### config.mk
export PLATFORM = sky130hd
export DESIGN_NAME = mbp_vec_cell
export DESIGN_NICKNAME = d
export VERILOG_FILES = /design/src/rtl/mbp_pkg.sv /design/src/rtl/mbp_vec_cell.sv
export SDC_FILE = /design/constraint.sdc
export NUM_CORES = 1
export LEC_CHECK = 0
export BUFFER_PORTS_ARGS = -buffer_cell sky130_fd_sc_hd__buf_4
export CAP_MARGIN = 10
export CORE_MARGIN = 1
export CORE_UTILIZATION = 45
export DETAILED_ROUTE_END_ITERATION = 12
export GPL_TIMING_DRIVEN = 0
export PLACE_DENSITY = 0.76
export SYNTH_ARGS = -nofsm -noshare
export SYNTH_HDL_FRONTEND = slang
export SYNTH_SLANG_ARGS = --single-unit
export TNS_END_PERCENT = 10
### constraint.sdc
create_clock -name clk -period 1.75 [get_ports clk]
set_clock_uncertainty 0.1 [all_clocks]
set_input_delay 0.175 -clock clk [delete_from_list [all_inputs] [get_ports clk]]
set_output_delay 0.175 -clock clk [all_outputs]
set_load 0.1 [all_outputs]
### src/rtl/mbp_pkg.sv
// Package for the minimap blip projector: types, constants, arctangent table.
// No dependencies.
`timescale 1ns / 1ps

package mbp_pkg;

    localparam int CORDIC_STEPS = 16;   // 8 .. 24
    localparam int ATAN_ENTRIES = 24;

    localparam logic signed [16:0] INV_GAIN = 17'sd39797;

    localparam int PADDR_W = 4;

    // register index = paddr[3:2]
    localparam logic [1:0] REG_MAP_RADIUS = 2'd0;
    localparam logic [1:0] REG_CENTER_X   = 2'd1;
    localparam logic [1:0] REG_CENTER_Y   = 2'd2;

    localparam logic [9:0] MAP_RADIUS_RST = 10'd64;

    typedef struct packed {
        logic               valid;
        logic               kind;
        logic [15:0]        yaw;
        logic signed [27:0] x;
        logic signed [27:0] y;
        logic [31:0]        ang;
    } vec_stage_t;

    typedef struct packed {
        logic               valid;
        logic               kind;
        logic signed [20:0] x;
        logic signed [20:0] y;
        logic signed [31:0] z;
    } rot_stage_t;

    function automatic logic [31:0] atan_of(input int i);
        logic [31:0] v;
        case (i)
            0:  v = 32'd536870912;
            1:  v = 32'd316933406;
            2:  v = 32'd167458907;
            3:  v = 32'd85004756;
            4:  v = 32'd42667331;
            5:  v = 32'd21354465;
            6:  v = 32'd10679838;
            7:  v = 32'd5340245;
            8:  v = 32'd2670163;
            9:  v = 32'd1335087;
            10: v = 32'd667544;
            11: v = 32'd333772;
            12: v = 32'd166886;
            13: v = 32'd83443;
            14: v = 32'd41722;
            15: v = 32'd20861;
            16: v = 32'd10430;
            17: v = 32'd5215;
            18: v = 32'd2608;
            19: v = 32'd1304;
            20: v = 32'd652;
            21: v = 32'd326;
            22: v = 32'd163;
            23: v = 32'd81;
            default: v = 32'd0;
        endcase
        return v;
    endfunction

endpackage

### src/rtl/mbp_vec_cell.sv
// One vectoring CORDIC micro-rotation with its stage register.
// Depends on mbp_pkg.
`timescale 1ns / 1ps

module mbp_vec_cell (
    input  logic               clk,
    input  logic               rst_n,
    input  logic               en,
    input  logic [4:0]         sh,
    input  logic [31:0]        atan_val,
    input  mbp_pkg::vec_stage_t cur,
    output mbp_pkg::vec_stage_t nxt
);
    import mbp_pkg::*;

    vec_stage_t stage_reg, stage_next;
    logic signed [27:0] xs, ys;

    always_comb
    begin
        xs = cur.x >>> sh;
        ys = cur.y >>> sh;
        stage_next = cur;
        if (!cur.y[27])
        begin
            stage_next.x   = cur.x + ys;
            stage_next.y   = cur.y - xs;
            stage_next.ang = cur.ang + atan_val;
        end
        else
        begin
            stage_next.x   = cur.x - ys;
            stage_next.y   = cur.y + xs;
            stage_next.ang = cur.ang - atan_val;
        end
    end

    always_ff @(posedge clk or negedge rst_n)
    begin
        if (!rst_n)
            stage_reg <= '0;
        else if (en)
            stage_reg <= stage_next;
    end

    assign nxt = stage_reg;

endmodule

==> impl_results.rst <==
.. list-table::
   :header-rows: 1

   * - Metric
     - Value
   * - Run status
     - complete, but fails checks
   * - Violated checks
     - negative setup slack
   * - Post-layout minimum cycle time
     - 4780 ps
   * - Number of synthesized register bits
     - 106
   * - Net switching power
     - 12.0 mW
   * - Number of CTS-inserted buffers
     - 9
   * - Overall Global Routing Usage
     - 36.2%
   * - Largest register FFs
     - 106
   * - Number of diodes
     - 0
   * - H-tree depth
     - 3
   * - Global-route wire length before repair
     - 85000 um
   * - Highest clock frequency the design can meet
     - 0.209 GHz
   * - Source of the worst register-to-register timing path
     - nxt[81]$_DFFE_PN0P_
   * - Count of buffers inserted at the top-level ports
     - 247
   * - Category of the worst setup path capture point
     - register
   * - Count of filler cells inserted in the layout
     - 2408
   * - Global placement routability congestion
     - 1.12
   * - Maximum number of pins on one net before global-route repair
     - 63
   * - Synthesized area per cell
     - 8.78 um^2
   * - Via count of the first global-routing pass
     - 14600
   * - Area share of the largest cell type after synthesis
     - 19.6%
   * - Number of nets in the synthesized netlist
     - 1785
   * - Global route overflow
     - 0
   * - Initial antenna violation count
     - 0
   * - Critical path data required time
     - 1910 ps
   * - Share of the clock period used by the worst path after layout
     - 273%
   * - Actual transition at the worst max-transition pin
     - 930 ps
   * - Die Ht
     - 176 um
   * - Final hold vios
     - 0
   * - NumNets Final
     - 2154
   * - Drt drc
     - 0
   * - Unique cell type count in the Yosys netlist
     - 88
   * - Hold WS
     - 94.3 ps
   * - Area contributors post-synth
     - sky130_fd_sc_hd__dfrtp_1, sky130_fd_sc_hd__mux4_2, sky130_fd_sc_hd__ha_1
   * - Netlist area before placement
     - 13600 um^2
   * - Fraction of layout instances using a drive strength above 1
     - 41.2%
   * - Sequential area share after synthesis
     - 19.6%
   * - P_leak
     - 8.13 nW
   * - Unrepaired setup endpoints after global routing
     - true
   * - Slowest Stage Delay on Critical Path
     - 500 ps
   * - Worst voltage drop across the vdd grid
     - 1250 uV
   * - CP Class
     - input port to register
   * - Longest Clk Path Bufs
     - 2
   * - DRT Pass-1 Iters
     - 5
   * - Sink Count
     - 106
   * - Vias
     - 15000
   * - Number of flops mapped to enable cells by yosys
     - 0
   * - Area growth from synthesis to layout
     - 39.7%
   * - Combinational power share
     - 71.7%
   * - Leading area contributor after synthesis
     - sky130_fd_sc_hd__dfrtp_1
   * - Internal cell power
     - 8.98 mW
   * - Worst-Skew Late Latency
     - 370 ps
   * - Die width
     - 176 um
   * - Post-synthesis cell count
     - 1544
   * - P per Cell Area
     - 1110 nW/um^2
   * - List of cells traversed by the critical path
     - buf_12 > buf_12 > mux4_2 > a222oi_1 > nor2_1 > a211o_1 > inv_2 > ha_4 > and3_4 > and3_4 > a21o_1 > xor2_1 > o21ai_1 > ha_1 > buf_6 > a211oi_4 > a2bb2oi_4 > nand3b_1 > a21o_1 > a21o_1 > a211o_1 > a31o_2
   * - Most instantiated library cell after synthesis
     - sky130_fd_sc_hd__a21oi_1
   * - Clock root buffer
     - sky130_fd_sc_hd__clkbuf_16
   * - Clock tree from TritonCTS
     - done
   * - Min-delay worst type
     - input port to register
   * - Max-Slew Margin vs Limit
     - 37.8%
   * - I/O pins
     - 252
   * - Detailed Route WL
     - 57500 um
   * - Number of rows created at floorplan
     - 63
   * - Crit path launch type
     - input port
   * - FFs w/ async S/R, synth
     - 100%
   * - Worst-path cell with the longest stage delay
     - sky130_fd_sc_hd__mux4_2
   * - Ys flop type
     - sky130_fd_sc_hd__dfrtp_1
   * - Average via count per standard cell
     - 6.51
   * - Sum of net half-perimeters after detailed placement
     - 41900 um
   * - Count of max-cap constraint violations
     - 0
   * - Number of antenna-violating nets in the routed design
     - 0
   * - Net switching fraction of the power
     - 57.1%
   * - Worst Setup Slack, final
     - -3030 ps
   * - Crit path max fanout
     - 7
   * - Power share of the sequential group
     - 17.6%
   * - Pwr Total
     - 20.9 mW
   * - Endpoints failing setup
     - 86
   * - Critical path startpoint
     - sh[1]
   * - Critical Path Most Common Cell
     - sky130_fd_sc_hd__a21o_1
   * - Die Area
     - 30800 um^2
   * - YS warnings
     - 0
   * - Total negative slack for setup checks
     - -165760 ps
   * - First DRT Iteration DRCs
     - 1382
   * - Worst endpoint data arrival time
     - 4940 ps
   * - Clock share of power
     - 10.7%
   * - Clock-pin slew on the worst setup and hold paths
     - 80 ps
   * - Total count of max-transition violations in the final report
     - 0
   * - CORE AREA
     - 29600 um^2
   * - Wirelength per Cell
     - 24.9 um
   * - Leading cell types by count after synthesis
     - sky130_fd_sc_hd__a21oi_1, sky130_fd_sc_hd__nand2_1, sky130_fd_sc_hd__nor2_1, sky130_fd_sc_hd__dfrtp_1, sky130_fd_sc_hd__mux2_2
   * - Effective utilization at floorplan
     - 45.7%
   * - Launch instance of the worst min-delay path
     - atan_val[0]
## power groups by stage
stage	clock network (mW)	registers, mW	logic, mW
2_1_floorplan	0	9.50	4.45
3_3_place_gp	0	3.69	13.3
3_5_place_dp	0	3.72	13.4
4_1_cts	2.25	3.69	14.4
5_1_grt	2.36	3.79	15.6
6_report	2.23	3.70	15.0
## logic make-up (layout without fill, tap and decap cells)
family	count (synthesis)	count (layout)	synth area share [%]
compound gates	443	443	21.5
xor+xnor	131	131	8.57
fa+ha+maj	95	95	8.94
buf+inv	135	508	4.40
flops	106	106	19.6
mux	193	193	20.7
simple gates	441	442	16.3
## path summary, 6_finish.rpt
check	slack (ps)	endpoint	cells past startpoint
worst max-delay path	-3030	nxt[81]$_DFFE_PN0P_	22
worst min-delay path	90	nxt[0]$_DFFE_PN0P_	3
worst max register to register	800	nxt[81]$_DFFE_PN0P_	2
worst min register to register	390	nxt[42]$_DFFE_PN0P_	1
max in group asynchronous	540	nxt[73]$_DFFE_PN0P_	3
min in group asynchronous	250	nxt[102]$_DFFE_PN0P_	2
## repair_timing
item / 4_1_cts / 5_1_grt
cloned: 5 / 0
hold buffers: 19 / 0
endpoints found under the hold margin: 62 / 0
buffers inserted: 73 / 14
setup endpoints to repair: 88 / 88
resized for setup: 306 / 93
pin swaps: 78 / 62
## worst max-delay path: cells and delay by family
| kind | cells | cell delay (ps) |
|---|---|---|
| and+or+nand+nor | 4 | 650 |
| muxes | 1 | 500 |
| xor gates and xnor gates | 1 | 180 |
| buffers and inverters | 4 | 490 |
| AOI/OAI and AO/OA | 10 | 2410 |
| adders and majority gates | 2 | 500 |
## per-stage QoR
step           cells  utilization (%)  worst slack [ps]  cell area [um^2]
3_3_place_gp    2181             54.1             -4400             16000
5_1_grt         2308             63.9             -3160             18900
3_5_place_dp    2182             54.2             -4430             16100
2_1_floorplan   1544                -             -2980             13700
6_report        2308             63.9             -3030             18900
4_1_cts         2295             62.3             -2990             18500
## layout make-up
| class | count | area [um^2] | area share [%] |
|---|---|---|---|
| well taps | 390 | 488 | 2.58 |
| clock inverters | 7 | 92.6 | 0.489 |
| plain buffers | 81 | 768 | 4.06 |
| multi-input cells | 1304 | 11600 | 61.1 |
| inverters | 53 | 200 | 1.06 |
| repair buffers | 358 | 2940 | 15.6 |
| clock buffers | 9 | 225 | 1.19 |
| flip-flops and latches | 106 | 2650 | 14.0 |
## metal layers
layer | part of all wire, % | global-route usage (%) | wire length [um] | vias to the layer above
li1 | - | - | - | 6569
met1 | 39 | 46.0 | 22600 | 7233
met2 | 45 | 56.7 | 25600 | 979
met3 | 10 | 7.75 | 5840 | 247
met4 | 6.1 | 20.8 | 3500 | 0
met5 | 0 | 0 | 0 | -
## cells in the final DEF, fill, tap and decap left out, types with 12 or more instances in the layout
cell type / instances
sky130_fd_sc_hd__a211oi_1: 13
sky130_fd_sc_hd__a21o_1: 38
sky130_fd_sc_hd__a21oi_1: 101
sky130_fd_sc_hd__a21oi_2: 24
sky130_fd_sc_hd__a31oi_1: 19
sky130_fd_sc_hd__buf_12: 14
sky130_fd_sc_hd__buf_4: 321
sky130_fd_sc_hd__buf_6: 21
sky130_fd_sc_hd__clkbuf_1: 17
sky130_fd_sc_hd__clkbuf_16: 12
sky130_fd_sc_hd__clkbuf_2: 16
sky130_fd_sc_hd__dfrtp_1: 106
sky130_fd_sc_hd__dlygate4sd3_1: 19
sky130_fd_sc_hd__ha_1: 81
sky130_fd_sc_hd__inv_1: 50
sky130_fd_sc_hd__mux2_2: 94
sky130_fd_sc_hd__mux2_4: 12
sky130_fd_sc_hd__mux2i_1: 17
sky130_fd_sc_hd__mux4_2: 58
sky130_fd_sc_hd__nand2_1: 120
sky130_fd_sc_hd__nand2b_1: 12
sky130_fd_sc_hd__nand3_1: 24
sky130_fd_sc_hd__nand4_1: 12
sky130_fd_sc_hd__nor2_1: 100
sky130_fd_sc_hd__nor2_2: 15
sky130_fd_sc_hd__nor2b_1: 17
sky130_fd_sc_hd__nor3_1: 24
sky130_fd_sc_hd__o21a_1: 15
sky130_fd_sc_hd__o21ai_0: 38
sky130_fd_sc_hd__o21ai_1: 19
sky130_fd_sc_hd__o21ai_2: 16
sky130_fd_sc_hd__xnor2_1: 84
sky130_fd_sc_hd__xor2_1: 45
(Power assumes the default switching activity.)
