$ cat config.mk
export PLATFORM = sky130hd
export DESIGN_NAME = mbp_rot_cell
export DESIGN_NICKNAME = d
export VERILOG_FILES = /design/src/rtl/mbp_pkg.sv /design/src/rtl/mbp_rot_cell.sv
export SDC_FILE = /design/constraint.sdc
export NUM_CORES = 1
export LEC_CHECK = 0
export ABC_AREA = 1
export BUFFER_PORTS_ARGS = -buffer_cell sky130_fd_sc_hd__clkbuf_2
export CORE_MARGIN = 10
export CORE_UTILIZATION = 35
export DETAILED_ROUTE_END_ITERATION = 12
export SLEW_MARGIN = 20
export SYNTH_ARGS = -nofsm -noshare
export SYNTH_HDL_FRONTEND = slang
export SYNTH_SLANG_ARGS = --single-unit
$ cat constraint.sdc
create_clock -name clk -period 0.8 [get_ports clk]
set_input_delay 0.08 -clock clk [delete_from_list [all_inputs] [get_ports clk]]
set_output_delay 0.08 -clock clk [all_outputs]
set_load 0.02 [all_outputs]
$ cat src/rtl/mbp_pkg.sv
// Package for the minimap blip projector: types, constants, arctangent table.
// No dependencies.
`timescale 1ns / 1ps

package mbp_pkg;

    localparam int CORDIC_STEPS = 16;   // 8 .. 24
    localparam int ATAN_ENTRIES = 24;

    localparam logic signed [16:0] INV_GAIN = 17'sd39797;

    localparam int PADDR_W = 4;

    // register index = paddr[3:2]
    localparam logic [1:0] REG_MAP_RADIUS = 2'd0;
    localparam logic [1:0] REG_CENTER_X   = 2'd1;
    localparam logic [1:0] REG_CENTER_Y   = 2'd2;

    localparam logic [9:0] MAP_RADIUS_RST = 10'd64;

    typedef struct packed {
        logic               valid;
        logic               kind;
        logic [15:0]        yaw;
        logic signed [27:0] x;
        logic signed [27:0] y;
        logic [31:0]        ang;
    } vec_stage_t;

    typedef struct packed {
        logic               valid;
        logic               kind;
        logic signed [20:0] x;
        logic signed [20:0] y;
        logic signed [31:0] z;
    } rot_stage_t;

    function automatic logic [31:0] atan_of(input int i);
        logic [31:0] v;
        case (i)
            0:  v = 32'd536870912;
            1:  v = 32'd316933406;
            2:  v = 32'd167458907;
            3:  v = 32'd85004756;
            4:  v = 32'd42667331;
            5:  v = 32'd21354465;
            6:  v = 32'd10679838;
            7:  v = 32'd5340245;
            8:  v = 32'd2670163;
            9:  v = 32'd1335087;
            10: v = 32'd667544;
            11: v = 32'd333772;
            12: v = 32'd166886;
            13: v = 32'd83443;
            14: v = 32'd41722;
            15: v = 32'd20861;
            16: v = 32'd10430;
            17: v = 32'd5215;
            18: v = 32'd2608;
            19: v = 32'd1304;
            20: v = 32'd652;
            21: v = 32'd326;
            22: v = 32'd163;
            23: v = 32'd81;
            default: v = 32'd0;
        endcase
        return v;
    endfunction

endpackage

$ cat src/rtl/mbp_rot_cell.sv
// One rotating CORDIC micro-rotation with its stage register.
// Depends on mbp_pkg.
`timescale 1ns / 1ps

module mbp_rot_cell (
    input  logic               clk,
    input  logic               rst_n,
    input  logic               en,
    input  logic [4:0]         sh,
    input  logic [31:0]        atan_val,
    input  mbp_pkg::rot_stage_t cur,
    output mbp_pkg::rot_stage_t nxt
);
    import mbp_pkg::*;

    rot_stage_t stage_reg, stage_next;
    logic signed [20:0] xs, ys;

    always_comb
    begin
        xs = cur.x >>> sh;
        ys = cur.y >>> sh;
        stage_next = cur;
        if (!cur.z[31])
        begin
            stage_next.x = cur.x - ys;
            stage_next.y = cur.y + xs;
            stage_next.z = cur.z - $signed(atan_val);
        end
        else
        begin
            stage_next.x = cur.x + ys;
            stage_next.y = cur.y - xs;
            stage_next.z = cur.z + $signed(atan_val);
        end
    end

    always_ff @(posedge clk or negedge rst_n)
    begin
        if (!rst_n)
            stage_reg <= '0;
        else if (en)
            stage_reg <= stage_next;
    end

    assign nxt = stage_reg;

endmodule

==> impl_metrics.env, run 1 <==
export IMPL_finalWorstSetupSlack_ns=-2.51
export IMPL_worstHoldPathType="in2reg"
export IMPL_worst_setup_path_type="in2reg"
export IMPL_cts_htree_levels=3
export IMPL_critical_path_reg2reg_startpoint="nxt[16]"
export IMPL_dpl_instance_area_sq_mm=0.0157
export IMPL_yosys_warnings=0
export IMPL_failed_checks="setup timing"
export IMPL_vias=15000
export IMPL_reg2reg_setup_slack_ns=-0.03
export IMPL_mappedNetlistNets=1832
export IMPL_synthCells=1635
export IMPL_syn_cell_area_sq_mm=0.0101
export IMPL_final_instance_count_excl_fill=2802
export IMPL_placeableCoreArea_sq_mm=0.0285
export IMPL_min_from="cur[0]"
export IMPL_post_synth_top_area_cell="nand2_1"
export IMPL_post_synthesis_average_cell_area_sq_um=6.16
export IMPL_number_of_global_route_vias_before_repair=14500
export IMPL_crit_path_start_kind="input pin"
export IMPL_timing_final_crit_share_pct=413
export IMPL_initialDrtViolationCount=1044
export IMPL_grt_use_total_pct=24.7
export IMPL_worstSkewPairLatency_ns=0.35
export IMPL_grt_setup_unrepaired="true"
export IMPL_worstMarginPinSlew_ns=0.534
export IMPL_maxCapViolCount=0
export IMPL_postRouteWirelength_um=52100
export IMPL_diodes=0
export IMPL_core_rowCount=62
export IMPL_tritoncts="yes"
export IMPL_drc_errors=0
export IMPL_yosysSeqAreaShare_pct=18.9
export IMPL_endpoint_kind="flip-flop"
export IMPL_timing_critical_path_slowest_cell_delay_ns=0.33
export IMPL_slew_limit_headroom_pct=64.1
export IMPL_first_pass_grt_wire_length_um=73100
export IMPL_setup_violations=149
export IMPL_final_net_count=2610
export IMPL_synthDominantCellAreaShare_pct=19.2
export IMPL_maximum_number_of_pins_on_one_net_before_global_route_repair=40
export IMPL_grt_ovfl_total=0
export IMPL_cp_max_fo=8
export IMPL_place_detailed_hpwl_um=35500
export IMPL_length_of_the_first_detailed_routing_pass_in_iterations=6
export IMPL_timing_max_transition_violations_final=0
export IMPL_p_total_w=0.0350
export IMPL_status="complete, but fails checks"
export IMPL_critPathMostFrequentCell="nand2_1"
export IMPL_synth_top_cells_by_area="nand2_1 19%, dfrtp_1 19%, nand3_1 10%"
export IMPL_drt_vias_per_instance=5.35
export IMPL_yosys_most_used_dff="dfrtp_1"
export IMPL_netlist_cell_type_count=48
export IMPL_number_of_storage_elements_in_the_synthesis_netlist=76
export IMPL_dieArea_sq_mm=0.0359
export IMPL_clock_tree_buffer_depth=2
export IMPL_cp_slowest_cell="ha_4"
export IMPL_n_fill_cell=2123
export IMPL_crit_required_ns=1.04
export IMPL_place_detailed_instances=2640
export IMPL_finalHoldViolCount=0
export IMPL_buffer_ports_inserted=191
export IMPL_maxClockFrequency_mhz=302
export IMPL_cts_inserted_buffers=9
export IMPL_arrival_ns=3.55
export IMPL_pwr_density_cell_mw_per_mm2=1730
export IMPL_cts_root_buffer="clkbuf_16"
export IMPL_die_width_um=190
export IMPL_period_minus_slack_ns=3.31
export IMPL_detail_route_antenna_nets=0
export IMPL_pin_count=192
export IMPL_ys_async_sr_fraction_pct=100
export IMPL_flow_area_growth_from_synthesis_pct=101
export IMPL_final_cell_mix="531 x buf_4, 434 x nand2_1, 146 x buf_6"
export IMPL_vdd_ir_drop_worst_mv=1.10
export IMPL_skew_ns=0
export IMPL_synth_edff_count=0
export IMPL_largest_register_ff_count=76
export IMPL_routabilityCongestion=0.953
export IMPL_final_layout_size_suffix_gt1_share_pct=54.8
export IMPL_die_y_um=190
export IMPL_cts_num_sinks=76
export IMPL_initial_utilization_pct=35.3
export IMPL_setup_worst_path_start="sh[0]"
export IMPL_layout_commonest_cell="buf_4"
export IMPL_cts_reportedPaths_clkPinSlew_ns=0.06
export IMPL_leakagePower_nw=9.98
export IMPL_wl_per_cell_um=18.6
export IMPL_fin_area_sq_mm=0.0202
export IMPL_antenna_found_initial=0
==> through the flow <==
stage | utilization [%] | setup slack, ns | hold slack [ns] | TNS, ns
after CTS | 62.9 | -2.40 | 0.0314 | -146.25
after global placement | 55.0 | -2.87 | -0.0451 | -162.19
final | 70.8 | -2.51 | 0.0478 | -153.51
after floorplan | - | -2.48 | -0.216 | -123.75
after detailed placement | 55.0 | -2.93 | -0.0457 | -164.64
after global routing | 70.8 | -2.76 | 0.0816 | -165.68
==> cell families after synthesis <==
group	synth area share, %
AOI/OAI and AO/OA	15.6
xor gates and xnor gates	8.53
adders and majority gates	10.3
buffers and inverters	7.48
DFF	18.9
and+or+nand+nor	39.2
==> layout make-up <==
class                           instances  area, sq um  area share, %
Inverter                              120          502           2.48
Timing Repair Buffer                  823         6890           34.1
Tap cell                              384          480           2.38
Clock buffer                           12          256           1.27
Multi-Input combinational cell       1383        10100           50.1
Sequential cell                        76         1900           9.41
Clock inverter                          4         47.5          0.235
==> report_power, final <==
group	leakage [nW]	switching (W)	internal, W	total (W)
clock	0.149	0.00183	0.00258	0.00441
combinational	8.92	0.0123	0.0125	0.0248
sequential	0.917	0.000842	0.00491	0.00575
total	9.98	0.0150	0.0200	0.0350
==> routing by layer <==
layer	part of all wire [%]	global-route usage, %
met4	4.6	9.00
met3	6.1	3.35
met2	49	43.1
met1	40	30.3
met5	0	0
==> path summary, 6_finish.rpt <==
check	end	cells after the start
max	nxt[73]	30
max reg2reg	nxt[16]	3
min	nxt[0]	4
min reg2reg	nxt[75]	2
min in group asynchronous	nxt[53]	2
max in group asynchronous	nxt[61]	3
==> what timing repair did <==
action	in CTS	in global routing
resized for setup	345	489
pin swaps	212	244
setup buffers	64	98
hold endpoints to repair	78	0
hold buffers	3	0
endpoints found under the setup margin	149	149
cloned	4	1
==> critical path, delay by kind of cell <==
kind                       cells  cell delay [ns]
AOI/OAI and AO/OA              7             0.62
adders and majority gates      1             0.33
buffers and inverters          7             0.83
and+or+nand+nor               15             1.68
==> synthesized netlist by cell type, types with 2 or more instances <==
cell	number
nand2_1	516
nand3_1	202
nor2_1	115
inv_1	109
o21ai_0	105
a21oi_1	101
ha_1	78
dfrtp_1	76
xor2_1	59
xnor2_1	39
clkbuf_1	20
buf_2	18
nand4_1	18
a31oi_1	16
nor3_1	16
o211ai_1	14
o21ai_1	14
or2_2	13
nor2_2	9
nor4_1	9
buf_1	8
buf_6	8
inv_2	8
nand2_2	8
a21o_1	7
nand3_2	6
a21boi_0	4
o21bai_1	4
fa_1	3
nand3b_1	3
o21ai_2	3
o31ai_1	3
a211oi_1	2
a21oi_2	2
buf_4	2
clkinv_1	2
o221ai_1	2
o31a_1	2
or2_1	2
No activity file was read; power rests on OpenSTA's default activity.
==> run 2: changes to the inputs <==
--- a/config.mk
+++ b/config.mk
@@ -7,9 +7,12 @@
 export LEC_CHECK = 0
 export ABC_AREA = 1
 export BUFFER_PORTS_ARGS = -buffer_cell sky130_fd_sc_hd__clkbuf_2
-export CORE_MARGIN = 10
-export CORE_UTILIZATION = 35
+export CELL_PAD_IN_SITES_DETAIL_PLACEMENT = 0
+export CELL_PAD_IN_SITES_GLOBAL_PLACEMENT = 2
+export CORE_MARGIN = 2
+export CORE_UTILIZATION = 30
 export DETAILED_ROUTE_END_ITERATION = 12
+export PLACE_DENSITY_LB_ADDON = 0.1
 export SLEW_MARGIN = 20
 export SYNTH_ARGS = -nofsm -noshare
 export SYNTH_HDL_FRONTEND = slang
==> run 2 against run 1 <==
  * The flow still finishes with violations (setup timing)
  * Sequential power down 4.3%
  * Power decreased by 8.7%
  * Clock skew did not move
  * Cell count grew 0.71%
  * Largest cell class unchanged
  * Largest power group unchanged
==> impl_metrics.env, run 2 (synthesis results as in run 1) <==
export IMPL_place_detailed_hpwl_um=35700
export IMPL_vdd_ir_drop_worst_mv=0.908
export IMPL_final_net_count=2566
export IMPL_drt_vias_per_instance=4.84
export IMPL_drc_errors=0
export IMPL_critical_path_reg2reg_startpoint="nxt[36]"
export IMPL_largest_register_ff_count=76
export IMPL_maximum_number_of_pins_on_one_net_before_global_route_repair=49
export IMPL_pin_count=192
export IMPL_maxClockFrequency_mhz=306
export IMPL_finalWorstSetupSlack_ns=-2.47
export IMPL_r2r_worst_path_cells=2
export IMPL_diodes=0
export IMPL_setup_worst_path_start="sh[0]"
export IMPL_wl_per_cell_um=15.8
export IMPL_placeableCoreArea_sq_mm=0.0333
export IMPL_cp_slowest_cell="ha_1"
export IMPL_slew_limit_headroom_pct=74.4
export IMPL_p_total_w=0.0320
export IMPL_worstSkewPairLatency_ns=0.36
export IMPL_grt_ovfl_total=0
export IMPL_routabilityCongestion=0.907
export IMPL_final_layout_size_suffix_gt1_share_pct=52.9
export IMPL_first_pass_grt_wire_length_um=70200
export IMPL_length_of_the_first_detailed_routing_pass_in_iterations=7
export IMPL_critical_path_buf_inv_count=4
export IMPL_clock_tree_buffer_depth=2
export IMPL_cts_inserted_buffers=9
export IMPL_buffer_ports_inserted=191
export IMPL_status="complete, but fails checks"
export IMPL_reg2reg_setup_slack_ns=0.12
export IMPL_initialDrtViolationCount=540
export IMPL_flow_area_growth_from_synthesis_pct=91.0
export IMPL_initial_utilization_pct=30.2
export IMPL_core_rowCount=67
export IMPL_worst_setup_path_type="in2reg"
export IMPL_crit_path_start_kind="input pin"
export IMPL_pwr_density_cell_mw_per_mm2=1660
export IMPL_number_of_global_route_vias_before_repair=13700
export IMPL_cts_reportedPaths_clkPinSlew_ns=0.07
export IMPL_final_setup_tns_ns=-149.40
export IMPL_grt_use_total_pct=25.0
export IMPL_timing_hold_worst_path_depth=4
export IMPL_place_detailed_instances=2718
export IMPL_timing_max_transition_violations_final=0
export IMPL_finalHoldViolCount=0
export IMPL_endpoint_kind="flip-flop"
export IMPL_skew_ns=0
export IMPL_maxCapViolCount=0
export IMPL_layout_commonest_cell="buf_4"
export IMPL_timing_critical_path_slowest_cell_delay_ns=0.39
export IMPL_min_from="cur[0]"
export IMPL_setup_violations=149
export IMPL_whs_endpoint="nxt[0]"
export IMPL_leakagePower_nw=9.56
export IMPL_postRouteWirelength_um=44600
export IMPL_n_fill_cell=3187
export IMPL_grt_setup_unrepaired="true"
export IMPL_period_minus_slack_ns=3.27
export IMPL_final_instance_count_excl_fill=2822
export IMPL_endpoint_of_the_most_critical_register_to_register_path="nxt[36]"
export IMPL_cp_top_family="simple AND/OR/NAND/NOR gates"
export IMPL_die_width_um=187
export IMPL_vias=13700
export IMPL_cp_max_fo=20
export IMPL_failed_checks="setup timing"
export IMPL_worstHoldPathType="in2reg"
export IMPL_cts_root_buffer="clkbuf_16"
export IMPL_die_y_um=187
export IMPL_tritoncts="yes"
export IMPL_arrival_ns=3.52
export IMPL_cts_htree_levels=3
export IMPL_antenna_found_initial=0
export IMPL_dieArea_sq_mm=0.0350
export IMPL_worstMarginPinSlew_ns=0.381
export IMPL_final_cell_mix="506 x buf_4, 433 x nand2_1, 153 x clkbuf_2"
export IMPL_timing_final_crit_share_pct=409
export IMPL_fin_util_pct=57.8
export IMPL_crit_required_ns=1.05
export IMPL_cts_num_sinks=76
export IMPL_detail_route_antenna_nets=0
run 2: cell count changes in the layout (fill, tap and decap cells not counted), moves of 10 or more:
cell | previous run | this run
o21ai_0 | 7 | 25
ha_1 | 38 | 49
buf_2 | 1 | 21
buf_4 | 531 | 506
clkbuf_2 | 107 | 153
o21ai_1 | 63 | 53
buf_6 | 146 | 64
run 2: timing repair:
action,CTS,global route
pin swaps,173,133
hold endpoints to repair,78,0
hold buffers,3,0
setup endpoints to repair,149,149
gates resized for setup,325,250
gates cloned,4,1
setup buffers,56,34
run 2: through the flow:
step | instance area (sq um) | hold slack [ns] | worst slack (ns)
2_1_floorplan | 10800 | -0.216 | -2.48
3_3_place_gp | 15900 | 0.0562 | -2.93
3_5_place_dp | 15900 | 0.0557 | -2.99
4_1_cts | 18100 | 0.0393 | -2.41
5_1_grt | 19200 | 0.0684 | -2.74
6_report | 19200 | 0.0477 | -2.47
run 2: area by class of cell:
| cell class | count | area [sq um] | area share, % |
|---|---|---|---|
| clock buffers | 9 | 225 | 1.17 |
| clock inverters | 7 | 100 | 0.521 |
| inverters | 120 | 520 | 2.71 |
| multi-input cells | 1383 | 9860 | 51.3 |
| flip-flops and latches | 76 | 1900 | 9.89 |
| well taps | 448 | 561 | 2.92 |
| repair buffers | 779 | 6050 | 31.5 |
run 2: routing by layer:
layer | track usage [%] | part of all wire, % | vias up
li1 | - | - | 6941
met1 | 31.9 | 46 | 6406
met2 | 44.3 | 49 | 263
met3 | 2.23 | 3.0 | 59
met4 | 8.12 | 2.7 | 0
met5 | 0 | 0 | -
run 2: report_power, final:
part | internal [W] | switching, W
sequential | 0.00490 | 0.000597
combinational | 0.0106 | 0.0113
clock | 0.00276 | 0.00182
run 2: worst reg2reg max path: stages (launching register included):
cell and delay (ns):
dfrtp_1 0.40, nor2_1 0.12, a31oi_1 0.05
run 2: worst max-delay path by stage:
stage | slack [ns] | end | depth (start not counted)
floorplan | -2.48 | nxt[70] | 29
global placement | -2.93 | nxt[49] | 24
CTS | -2.41 | nxt[49] | 27
global route | -2.74 | nxt[70] | 28
detailed placement | -2.99 | nxt[49] | 23
finish | -2.47 | nxt[49] | 25
==> run 3: changes to the inputs <==
--- a/config.mk
+++ b/config.mk
@@ -5,12 +5,11 @@
 export SDC_FILE = /design/constraint.sdc
 export NUM_CORES = 1
 export LEC_CHECK = 0
-export ABC_AREA = 1
 export BUFFER_PORTS_ARGS = -buffer_cell sky130_fd_sc_hd__clkbuf_2
 export CELL_PAD_IN_SITES_DETAIL_PLACEMENT = 0
 export CELL_PAD_IN_SITES_GLOBAL_PLACEMENT = 2
 export CORE_MARGIN = 2
-export CORE_UTILIZATION = 30
+export CORE_UTILIZATION = 35
 export DETAILED_ROUTE_END_ITERATION = 12
 export PLACE_DENSITY_LB_ADDON = 0.1
 export SLEW_MARGIN = 20
==> run 3 against run 2 <==
  * The flow still finishes with violations (setup timing)
  * Worst setup slack got worse by 0.99 ns
  * Synthesized cell count decreased by 29%
  * Design area decreased by 5.4%
  * Critical path type unchanged
  * Largest cell class unchanged
  * Largest power group unchanged
  * Highest routed layer unchanged
==> impl_metrics.env, run 3 <==
export IMPL_cts_num_sinks=76
export IMPL_synth_most_common_cell="a21oi_1"
export IMPL_largest_register_ff_count=76
export IMPL_r2r_worst_path_cells=2
export IMPL_timing_critical_path_slowest_cell_delay_ns=0.55
export IMPL_slew_limit_headroom_pct=61.1
export IMPL_worstHoldPathType="in2async"
export IMPL_cp_slowest_cell="mux4_2"
export IMPL_crit_required_ns=1.04
export IMPL_hold_worst_slack_ns=0.0991
export IMPL_cts_reportedPaths_clkPinSlew_ns=0.07
export IMPL_placeableCoreArea_sq_mm=0.0288
export IMPL_final_instance_count_excl_fill=2232
export IMPL_place_detailed_instances=2141
export IMPL_skew_ns=0
export IMPL_grt_use_total_pct=26.4
export IMPL_yosys_most_used_dff="dfrtp_1"
export IMPL_fin_util_pct=63.2
export IMPL_die_width_um=175
export IMPL_buffer_ports_inserted=191
export IMPL_cts_htree_levels=3
export IMPL_synth_edff_count=0
export IMPL_crit_path_start_kind="input pin"
export IMPL_finalWorstSetupSlack_ns=-3.46
export IMPL_number_of_global_route_vias_before_repair=12000
export IMPL_finalHoldViolCount=0
export IMPL_synth_top_cells_by_count="105 x a21oi_1, 93 x nor2_1, 78 x ha_1"
export IMPL_maxClockFrequency_mhz=235
export IMPL_die_y_um=175
export IMPL_timing_max_transition_violations_final=0
export IMPL_reg2reg_setup_slack_ns=-0.18
export IMPL_cp_max_fo=6
export IMPL_number_of_storage_elements_in_the_synthesis_netlist=76
export IMPL_cts_root_buffer="clkbuf_16"
export IMPL_failed_checks="setup timing"
export IMPL_initialDrtViolationCount=553
export IMPL_final_setup_tns_ns=-181.51
export IMPL_post_synthesis_average_cell_area_sq_um=8.80
export IMPL_synthDominantCellAreaShare_pct=18.5
export IMPL_tritoncts="yes"
export IMPL_cts_inserted_buffers=9
export IMPL_vdd_ir_drop_worst_mv=1.17
export IMPL_dieArea_sq_mm=0.0307
export IMPL_syn_cell_area_sq_mm=0.0103
export IMPL_period_minus_slack_ns=4.26
export IMPL_pin_count=192
export IMPL_core_rowCount=62
export IMPL_mappedNetlistNets=1365
export IMPL_antenna_found_initial=1
export IMPL_postRouteWirelength_um=41000
export IMPL_vias=11700
export IMPL_critical_path_reg2reg_startpoint="nxt[30]"
export IMPL_synth_top_cells_by_area="dfrtp_1 19%, ha_1 9.5%, mux4_2 9.0%"
export IMPL_endpoint_of_the_most_critical_register_to_register_path="nxt[30]"
export IMPL_final_net_count=2041
export IMPL_length_of_the_first_detailed_routing_pass_in_iterations=5
export IMPL_layout_commonest_cell="buf_4"
export IMPL_worstSkewPairLatency_ns=0.35
export IMPL_critical_path_buf_inv_count=4
export IMPL_endpoint_kind="flip-flop"
export IMPL_arrival_ns=4.51
export IMPL_grt_ovfl_total=0
export IMPL_maxCapViolCount=0
export IMPL_leakagePower_nw=8.56
export IMPL_grt_setup_unrepaired="true"
export IMPL_setup_violations=149
export IMPL_placement_setup_worst_slack_ns=-3.90
export IMPL_n_fill_cell=2526
export IMPL_maximum_number_of_pins_on_one_net_before_global_route_repair=48
export IMPL_netlist_cell_type_count=89
export IMPL_final_layout_size_suffix_gt1_share_pct=58.5
export IMPL_worst_setup_path_type="in2reg"
export IMPL_crit_path_cell_trace="clkbuf_16 -> buf_12 -> buf_12 -> buf_4 -> mux2i_1 -> mux2i_1 -> mux4_2 -> nor2_2 -> a21o_1 -> ha_4 -> and3_4 -> a31oi_4 -> xor2_1 -> ha_1 -> o21a_1 -> o21a_1 -> o22ai_2 -> a311o_1 -> a211o_1 -> a21oi_2 -> a211oi_2 -> xnor2_1 -> mux2_4"
export IMPL_worstMarginPinSlew_ns=0.579
export IMPL_wl_per_cell_um=18.4
export IMPL_drc_errors=0
export IMPL_post_synth_top_area_cell="dfrtp_1"
export IMPL_drt_vias_per_instance=5.22
export IMPL_initial_utilization_pct=35.7
export IMPL_final_cell_mix="468 x buf_4, 108 x clkbuf_2, 98 x buf_6"
export IMPL_yosysSeqAreaShare_pct=18.5
export IMPL_ys_async_sr_fraction_pct=100
export IMPL_first_pass_grt_wire_length_um=64100
export IMPL_status="complete, but fails checks"
export IMPL_routabilityCongestion=0.909
export IMPL_synthCells=1168
export IMPL_cp_top_family="compound AO/OA/AOI/OAI gates"
export IMPL_flow_area_growth_from_synthesis_pct=77.0
export IMPL_yosys_warnings=0
export IMPL_detail_route_antenna_nets=0
export IMPL_place_detailed_hpwl_um=32600
export IMPL_timing_final_crit_share_pct=533
export IMPL_pwr_density_cell_mw_per_mm2=1880
export IMPL_clock_tree_buffer_depth=2
==> run 3: changes by cell type in the layout (fill, tap and decap cells not counted), moves of 47 or more <==
| cell | delta |
|---|---|
| o21ai_1 | -47 |
| nand2_1 | -368 |
| nand3_1 | -124 |
| nand3_2 | -59 |
| nand2_2 | -62 |
| inv_1 | -54 |
==> run 3: repair_timing <==
| action | in CTS | in global routing |
|---|---|---|
| gates resized for setup | 237 | 297 |
| pin swaps | 100 | 76 |
| gates cloned | 1 | 0 |
| setup endpoints to repair | 149 | 149 |
| setup buffers | 50 | 36 |
| hold buffers | 3 | 0 |
| hold endpoints to repair | 78 | 0 |
==> run 3: how the worst max path moves through the flow <==
stage          startpoint       to  slack, ns  cells after the start
4_1_cts             sh[0]  nxt[51]      -3.30                     20
3_3_place_gp        sh[0]  nxt[73]      -3.87                     21
6_report            sh[1]  nxt[51]      -3.46                     23
2_1_floorplan       sh[1]  nxt[73]      -3.73                     25
3_5_place_dp        sh[1]  nxt[51]      -3.90                     21
5_1_grt             sh[1]  nxt[51]      -3.64                     23
==> run 3: layout make-up <==
class | count | area (sq um) | area share (%)
Antenna cell | 1 | 2.50 | 0.0138
Clock buffer | 12 | 246 | 1.36
Clock inverter | 2 | 60.1 | 0.330
Inverter | 42 | 165 | 0.908
Multi-Input combinational cell | 991 | 9350 | 51.4
Sequential cell | 76 | 1900 | 10.5
Tap cell | 384 | 480 | 2.64
Timing Repair Buffer | 724 | 5980 | 32.9
==> run 3: cell families after synthesis <==
kind of cell | count (synthesis) | share of synthesized area, %
multiplexers | 136 | 19.2
buffers and inverters | 101 | 4.53
AO/OA/AOI/OAI | 327 | 21.3
flip-flops | 76 | 18.5
adder cells (fa/ha/maj) | 81 | 10.1
XOR/XNOR | 121 | 10.3
AND/OR/NAND/NOR | 326 | 16.0
==> run 3: routing by layer <==
layer / global-route usage (%) / up-vias / wire (um)
li1: - / 5700 / -
met1: 34.0 / 5624 / 18200
met2: 44.8 / 288 / 19700
met3: 4.78 / 50 / 2120
met4: 8.30 / 0 / 953
met5: 0 / - / 0
==> run 3: power breakdown <==
part / switching (W) / total, W / internal, W
clock network: 0.00175 / 0.00454 / 0.00279
logic: 0.0102 / 0.0232 / 0.0129
registers: 0.00114 / 0.00642 / 0.00528
total: 0.0131 / 0.0341 / 0.0210
==> run 3: stage by stage <==
step	total power, W	cell area [sq um]
finish	0.0341	18200
global route	0.0362	18200
CTS	0.0310	17000
detailed placement	0.0235	15300
global placement	0.0234	15300
floorplan	0.0159	10600
